`src/rtl/thw_pkg.sv`:
```
package thw_pkg;

	localparam int unsigned THW_NUM_TASKS = 4;
	localparam int unsigned TASK_ID_W     = 3;
	localparam int unsigned MASK_W        = 4;
	localparam int unsigned TIME_W        = 32;
	localparam int unsigned TIMEOUT_W     = 16;
	localparam int unsigned WINDOW_W      = 24;
	localparam int unsigned RELOAD_W      = 12;
	localparam int unsigned APB_DATA_W    = 32;
	localparam int unsigned APB_ADDR_W    = 4;

	localparam int unsigned LSI_HZ     = 40000;
	localparam int unsigned PRESCALE   = 256;
	localparam int unsigned MS_PER_S   = 1000;
	localparam int unsigned RELOAD_MAX = 4095;
	localparam int unsigned RELOAD_MIN = 1;

	// LSI_HZ / (PRESCALE * MS_PER_S) reduces to 5/32, so the reload is (t*5) >> 5
	localparam int unsigned RELOAD_DEN   = PRESCALE * MS_PER_S;
	localparam int unsigned RELOAD_SHIFT = 5;
	localparam int unsigned RELOAD_MUL   = LSI_HZ * (2 ** RELOAD_SHIFT) / RELOAD_DEN;
	localparam int unsigned PROD_W       = TIMEOUT_W + 3;
	localparam int unsigned QUOT_W       = PROD_W - RELOAD_SHIFT;

	localparam int unsigned DEFAULT_TIMEOUT_MS = 1000;
	localparam int unsigned DEFAULT_GRACE_MS   = 30000;
	localparam int unsigned DEFAULT_SILENCE_MS = 30000;

	typedef enum logic [1:0] {
		MODE_TICK  = 2'd0,
		MODE_BEAT  = 2'd1,
		MODE_CHECK = 2'd2,
		MODE_START = 2'd3
	} mode_t;

	typedef enum logic [1:0] {
		REG_TIMEOUT = 2'd0,
		REG_GRACE   = 2'd1,
		REG_SILENCE = 2'd2
	} reg_idx_t;

	typedef struct packed {
		logic [TIMEOUT_W-1:0] wdog_timeout;
		logic [WINDOW_W-1:0]  grace_ms;
		logic [WINDOW_W-1:0]  silence_limit_ms;
	} cfg_t;

	typedef struct packed {
		mode_t                mode;
		logic [TASK_ID_W-1:0] task_id;
	} item_t;

	typedef struct packed {
		logic                tasks_ok;
		logic [MASK_W-1:0]   alive_mask;
		logic [RELOAD_W-1:0] reload;
	} result_t;

	function automatic logic [RELOAD_W-1:0] calc_reload(input logic [TIMEOUT_W-1:0] t);
		logic [PROD_W-1:0] prod;
		logic [QUOT_W-1:0] quot;
		prod = PROD_W'(t) * PROD_W'(RELOAD_MUL);
		quot = prod[PROD_W-1:RELOAD_SHIFT];
		if (quot > QUOT_W'(RELOAD_MAX)) begin
			return RELOAD_W'(RELOAD_MAX);
		end else if (quot < QUOT_W'(RELOAD_MIN)) begin
			return RELOAD_W'(RELOAD_MIN);
		end else begin
			return quot[RELOAD_W-1:0];
		end
	endfunction

endpackage

```
`src/rtl/thw_cfg.sv`:
```
module thw_cfg
	import thw_pkg::*;
(
	input  logic                  clk,
	input  logic                  arst_n,
	input  logic                  psel,
	input  logic                  penable,
	input  logic                  pwrite,
	input  logic [APB_ADDR_W-1:0] paddr,
	input  logic [APB_DATA_W-1:0] pwdata,
	output logic [APB_DATA_W-1:0] prdata,
	output cfg_t                  cfg
);

	cfg_t             cfg_q;
	logic             wr_en;
	logic [1:0]       idx;

	assign wr_en = psel && penable && pwrite;
	assign idx   = paddr[APB_ADDR_W-1:2];

	always_ff @(posedge clk or negedge arst_n) begin
		if (!arst_n) begin
			cfg_q.wdog_timeout     <= TIMEOUT_W'(DEFAULT_TIMEOUT_MS);
			cfg_q.grace_ms         <= WINDOW_W'(DEFAULT_GRACE_MS);
			cfg_q.silence_limit_ms <= WINDOW_W'(DEFAULT_SILENCE_MS);
		end else if (wr_en) begin
			unique case (idx)
				REG_TIMEOUT: cfg_q.wdog_timeout     <= pwdata[TIMEOUT_W-1:0];
				REG_GRACE:   cfg_q.grace_ms         <= pwdata[WINDOW_W-1:0];
				REG_SILENCE: cfg_q.silence_limit_ms <= pwdata[WINDOW_W-1:0];
				default:     ;
			endcase
		end
	end

	always_comb begin
		unique case (idx)
			REG_TIMEOUT: prdata = APB_DATA_W'(cfg_q.wdog_timeout);
			REG_GRACE:   prdata = APB_DATA_W'(cfg_q.grace_ms);
			REG_SILENCE: prdata = APB_DATA_W'(cfg_q.silence_limit_ms);
			default:     prdata = '0;
		endcase
	end

	assign cfg = cfg_q;

endmodule

```
`src/rtl/thw_core.sv`:
```
module thw_core
	import thw_pkg::*;
#(
	parameter int unsigned NUM_TASKS = THW_NUM_TASKS
) (
	input  logic    clk,
	input  logic    arst_n,
	input  logic    fire,
	input  item_t   item,
	input  cfg_t    cfg,
	output result_t result
);

	logic [TIME_W-1:0] now_q;
	logic [TIME_W-1:0] start_q;
	logic [TIME_W-1:0] beat_q [NUM_TASKS];
	logic [NUM_TASKS-1:0] alive_q;

	logic [NUM_TASKS-1:0] hit;
	logic [NUM_TASKS-1:0] stale;
	logic [NUM_TASKS-1:0] alive_next;
	logic [TIME_W-1:0]    since_start;
	logic                 in_grace;
	logic                 is_beat;
	logic                 is_check;

	assign is_beat     = (item.mode == MODE_BEAT);
	assign is_check    = (item.mode == MODE_CHECK);
	assign since_start = now_q - start_q;
	assign in_grace    = since_start < TIME_W'(cfg.grace_ms);

	// one subtract and compare per task, all in parallel
	always_comb begin
		for (int i = 0; i < NUM_TASKS; i++) begin
			hit[i]   = (item.task_id == TASK_ID_W'(i));
			stale[i] = (now_q - beat_q[i]) > TIME_W'(cfg.silence_limit_ms);
		end
	end

	always_comb begin
		alive_next = alive_q;
		if (is_beat) begin
			alive_next = alive_q | hit;
		end else if (is_check && !in_grace) begin
			alive_next = alive_q & ~stale;
		end
	end

	always_ff @(posedge clk or negedge arst_n) begin
		if (!arst_n) begin
			now_q   <= '0;
			start_q <= '0;
			alive_q <= '0;
			for (int i = 0; i < NUM_TASKS; i++) begin
				beat_q[i] <= '0;
			end
		end else if (fire) begin
			alive_q <= alive_next;
			unique case (item.mode)
				MODE_TICK:  now_q   <= now_q + TIME_W'(1);
				MODE_START: start_q <= now_q;
				MODE_BEAT: begin
					for (int i = 0; i < NUM_TASKS; i++) begin
						if (hit[i]) begin
							beat_q[i] <= now_q;
						end
					end
				end
				default: ;
			endcase
		end
	end

	for (genvar g = 0; g < MASK_W; g++) begin : g_mask
		if (g < NUM_TASKS) begin : g_live
			assign result.alive_mask[g] = alive_next[g];
		end else begin : g_none
			assign result.alive_mask[g] = 1'b0;
		end
	end

	assign result.tasks_ok = is_check && (in_grace || !(|stale));
	assign result.reload   = (item.mode == MODE_START) ? calc_reload(cfg.wdog_timeout) : '0;

endmodule

```
`src/rtl/task_heartbeat_watchdog.sv`:
```
// Task heartbeat watchdog.
// Request channel (req_valid/req_ready) carries one beat per item: mode picks
// tick (advance the millisecond counter), heartbeat (stamp task_id and mark it
// alive), check (compare every task's silence against the limit) or start
// (record the start time and return the watchdog reload value).
// Response channel (rsp_valid/rsp_ready) returns exactly one beat per request:
// tasks_ok, the alive mask after the item, and the reload value.
// Path: the input register takes an accepted beat, and the result register
// takes it from there once that register is free or being emptied.
// Throughput: one item per cycle while rsp_ready stays high; the check runs
// one subtract-and-compare per task side by side, so nothing iterates.
// Stall: when the receiver holds rsp_ready low the result register holds and
// the input register takes at most one more beat before req_ready drops.
// Reset (arst_n low): clear counter, start time, last-beat stamps and alive
// flags; registers return to 1000 / 30000 / 30000 ms. No clearing pass.
// Configuration via APB at byte addresses 0, 4, 8; write only while idle.
module task_heartbeat_watchdog
	import thw_pkg::*;
#(
	parameter int unsigned NUM_TASKS = THW_NUM_TASKS
) (
	input  logic                  clk,
	input  logic                  arst_n,
	input  logic                  psel,
	input  logic                  penable,
	input  logic                  pwrite,
	input  logic [APB_ADDR_W-1:0] paddr,
	input  logic [APB_DATA_W-1:0] pwdata,
	output logic [APB_DATA_W-1:0] prdata,
	output logic                  pready,
	input  logic                  req_valid,
	output logic                  req_ready,
	input  logic [1:0]            mode,
	input  logic [TASK_ID_W-1:0]  task_id,
	output logic                  rsp_valid,
	input  logic                  rsp_ready,
	output logic                  tasks_ok,
	output logic [MASK_W-1:0]     alive_mask,
	output logic [RELOAD_W-1:0]   reload
);

	cfg_t    cfg;
	item_t   item_s1;
	logic    valid_s1;
	logic    advance;
	result_t result;
	result_t result_q;
	logic    rsp_valid_q;

	assign pready = 1'b1;

	thw_cfg u_cfg (
		.clk     (clk),
		.arst_n  (arst_n),
		.psel    (psel),
		.penable (penable),
		.pwrite  (pwrite),
		.paddr   (paddr),
		.pwdata  (pwdata),
		.prdata  (prdata),
		.cfg     (cfg)
	);

	// move the held item into the result register when that register is free
	// or being emptied this cycle
	assign advance   = valid_s1 && (!rsp_valid_q || rsp_ready);
	assign req_ready = !valid_s1 || advance;

	always_ff @(posedge clk or negedge arst_n) begin
		if (!arst_n) begin
			valid_s1 <= 1'b0;
		end else if (req_ready) begin
			valid_s1 <= req_valid;
		end
	end

	// input register: payload only, no reset needed
	always_ff @(posedge clk) begin
		if (req_valid && req_ready) begin
			item_s1.mode    <= mode_t'(mode);
			item_s1.task_id <= task_id;
		end
	end

	thw_core #(
		.NUM_TASKS (NUM_TASKS)
	) u_core (
		.clk    (clk),
		.arst_n (arst_n),
		.fire   (advance),
		.item   (item_s1),
		.cfg    (cfg),
		.result (result)
	);

	always_ff @(posedge clk or negedge arst_n) begin
		if (!arst_n) begin
			rsp_valid_q <= 1'b0;
		end else if (advance) begin
			rsp_valid_q <= 1'b1;
		end else if (rsp_ready) begin
			rsp_valid_q <= 1'b0;
		end
	end

	// result register: hold while the receiver stalls
	always_ff @(posedge clk) begin
		if (advance) begin
			result_q <= result;
		end
	end

	assign rsp_valid  = rsp_valid_q;
	assign tasks_ok   = result_q.tasks_ok;
	assign alive_mask = result_q.alive_mask;
	assign reload     = result_q.reload;

	a_advance_fills: assert property (@(posedge clk) disable iff (!arst_n)
		advance |=> rsp_valid_q)
		else $error("advanced item did not reach the result register");

	a_no_overwrite: assert property (@(posedge clk) disable iff (!arst_n)
		(valid_s1 && rsp_valid_q && !rsp_ready) |-> !req_ready)
		else $error("input register open while its item is stalled");

	a_start_reload: assert property (@(posedge clk) disable iff (!arst_n)
		(advance && item_s1.mode == MODE_START) |=> (result_q.reload != '0))
		else $error("start item returned a zero reload");

	a_health_only_check: assert property (@(posedge clk) disable iff (!arst_n)
		(advance && item_s1.mode != MODE_CHECK) |=> !result_q.tasks_ok)
		else $error("healthy flag raised on a non-check item");

endmodule
```
`config.mk`:
```
export PLATFORM = sky130hd
export DESIGN_NAME = task_heartbeat_watchdog
export DESIGN_NICKNAME = d
export VERILOG_FILES = /design/src/rtl/thw_pkg.sv /design/src/rtl/thw_cfg.sv /design/src/rtl/thw_core.sv /design/src/rtl/task_heartbeat_watchdog.sv
export SDC_FILE = /design/constraint.sdc
export NUM_CORES = 1
export LEC_CHECK = 0
export ABC_AREA = 1
export BUFFER_PORTS_ARGS = -buffer_cell sky130_fd_sc_hd__buf_2
export CELL_PAD_IN_SITES_DETAIL_PLACEMENT = 0
export CELL_PAD_IN_SITES_GLOBAL_PLACEMENT = 2
export CORE_UTILIZATION = 40
export CTS_BUF_LIST = sky130_fd_sc_hd__clkbuf_8
export DETAILED_ROUTE_END_ITERATION = 16
export PLACE_DENSITY = 0.91
export SYNTH_ARGS = -nofsm -noshare
export SYNTH_HDL_FRONTEND = slang
export SYNTH_SLANG_ARGS = --single-unit
```
`constraint.sdc`:
```
create_clock -name clk -period 7.1 [get_ports clk]
set_clock_uncertainty 0.2 [all_clocks]
set_input_delay 1.065 -clock clk [delete_from_list [all_inputs] [get_ports clk]]
set_output_delay 1.065 -clock clk [all_outputs]
set_load 0.01 [all_outputs]
```
==> results.json <==
{
  "synth-seq-cells": 284,
  "n_fill_cell": 6804,
  "rsz0062_at_grt": "false",
  "cp_data_required_time_ps": 7400,
  "syn_inst": 3800,
  "die_h_um": 254,
  "grt-ovfl-total": 0,
  "power_density_nw_per_um2": 407,
  "synth_cell_type_count": 48,
  "yosys_warnings": 0,
  "cts-htree-levels": 2,
  "grt_pass1_wl_um": 140000,
  "synth.area.top_cells": "dfrtp_1 (24%), nand2_1 (17%), ha_1 (15%)",
  "synth_top_area_share": 0.238,
  "dp_hpwl_um": 71000,
  "drv_cap": 0,
  "vias": 24200,
  "ios": 100,
  "fp-row-count": 92,
  "area_growth_pct": 10.4,
  "finalNetCount": 4239,
  "async_reset_ff_frac": 0.923,
  "grt_max_degree": 144,
  "cts-hold-fix-buffers": 0,
  "netlist_area_um2": 25500,
  "grt_pass1_vias": 23100,
  "dp.cells": 4673,
  "ant_nets": 0,
  "status": "completed",
  "antenna_found_initial": 5,
  "path_clk_slew_ps": 60,
  "port_buffers": 80,
  "hp-class": "in2async",
  "seq_area_um2": 7240,
  "die_width_um": 254,
  "drtPass1Iterations": 7,
  "finalCritPeriodShare": 0.689,
  "cts_sinks": 284,
  "drt-initial-drc-count": 1976,
  "gp_congestion": 0.954,
  "cts_resized": 0,
  "worstSetupEndpointType": "flip-flop",
  "finalHoldViolCount": 0,
  "setup_viol": 0,
  "reg2reg_slack_ps": 2210,
  "cts_buffers": 56,
  "setup_tns_ps": 0,
  "synth_edf_count": 22,
  "worstSetupPathType": "reg2reg",
  "clk_path_buf_depth": 3,
  "cts_tree": "done",
  "layout_commonest_cell": "nand2_1",
  "arrival_ps": 5190,
  "cp-start-kind": "flip-flop",
  "wl_per_cell_um": 19.6,
  "multi_input_area_um2": 15600,
  "clk_latency_ps": 700,
  "track_usage": 0.292,
  "fin_cells": 4781,
  "start_util": 0.405,
  "synth.yosys.seq_area_share": 0.284,
  "core_area_um2": 63000,
  "drive_gt1_frac": 0.0585,
  "hold_ws_ps": 259,
  "cts_root_buf": "clkbuf_8",
  "relSlewSlack": 0.253,
  "die-area_um2": 64700,
  "drt_drc_violations_left": 0,
  "layout_common_cells": "nand2_1 (1179), inv_1 (653), o21ai_0 (312)",
  "critPathMaxFanout": 12,
  "ir_drop_v": 0.000232,
  "synth_area_leader_cell": "dfrtp_1",
  "vias_per_cell": 5.07,
  "synth_flop_cell": "dfrtp_1",
  "syn-mean-instance-area_um2": 6.71,
  "utilization": 0.447,
  "postCtsSetupBuffers": 0,
  "fmax_mhz": 205,
  "fin_crit_ps": 4890,
  "leakage_uw": 0.0149,
  "drv_slew": 0,
  "worst_pin_slew_ps": 1120,
  "wirelength_um": 93600
}
-- area by class of cell --
type	count	share of cell area
Sequential cell	284	0.257
Multi-Input combinational cell	2811	0.554
Timing Repair Buffer	84	0.0161
Inverter	648	0.0865
Clock buffer	69	0.0338
Clock inverter	37	0.0148
Antenna cell	2	0.000178
Tap cell	846	0.0376
-- through the flow --
stage	power (µW)	cell area, µm²	worst slack [ps]
global route	12700	28100	1710
global placement	9320	26800	2440
CTS	11400	28100	2290
finish	11400	28100	2210
floorplan	7460	25500	3540
detailed placement	9350	26800	2360
-- power breakdown --
part / switching (µW) / leakage (µW) / internal (µW)
logic: 4540 / 0.0107 / 2550
clock network: 838 / 0.000737 / 1190
registers: 314 / 0.00349 / 2010
total: 5690 / 0.0149 / 5750
-- registers in the layout, summed over array words and instances (netlist names), 4 cells and up --
| register | cells |
|---|---|
| item_s1 | 5 |
| reload | 12 |
| u_core.start_q | 32 |
| u_core.now_q | 32 |
| u_cfg.cfg | 64 |
| u_core.alive_q | 4 |
| u_core.beat_q | 128 |
| alive_mask | 4 |
-- critical path, cell delays in order (launching register included) --
cell and delay, ps:
dfrtp_1 350, clkinv_1 500, ha_1 420, inv_1 100, fa_1 260, nand3_1 90
nand3_1 200, nand2_1 80, nand2_1 140, nand2_1 70, nand2_1 190, a31oi_1 160
xnor2_1 150, ha_1 290, nand4_1 120, nor3b_1 370, nand4_1 140, nand2_1 100
nand3_1 280, nor2_1 260, nand3_1 90, a21oi_1 120
-- final timing paths --
kind / start / endpoint / cells past startpoint
max in group asynchronous: arst_n / u_core.beat_q[94] / 2
hold reg to reg: u_core.start_q[27] / u_core.start_q[27] / 2
setup reg to reg: u_core.now_q[0] / tasks_ok / 21
hold / removal: arst_n / u_core.beat_q[104] / 1
setup / recovery: u_core.now_q[0] / tasks_ok / 21
min in group clk: u_core.start_q[27] / u_core.start_q[27] / 2
-- per-layer routing --
| metal | global-route usage | routed length [µm] | vias to the layer above |
|---|---|---|---|
| li1 | - | - | 12300 |
| met1 | 0.403 | 43900 | 11200 |
| met2 | 0.444 | 39600 | 601 |
| met3 | 0.0558 | 6010 | 147 |
| met4 | 0.124 | 4090 | 0 |
| met5 | 0 | 0 | - |
-- cell usage after synthesis (34+ instances only) --
master and instances:
a21oi_1 221, nand4_1 34, clkbuf_1 52, inv_1 644, nand2_1 1184, xnor2_1 44
o21ai_0 312, nand3_1 138, ha_1 301, nor2_1 269, xor2_1 106, dfrtp_1 242
a31oi_1 39
-- kinds of logic after synthesis --
family,after synthesis,share of synthesized area
AOI/OAI and AO/OA,632,0.132
xor gates and xnor gates,150,0.0515
other,2,0.000295
adders and majority gates,306,0.152
buffers and inverters,712,0.106
DFF,284,0.284
and+or+nand+nor,1714,0.274
Note: power is estimated with default switching activity, not from simulation.
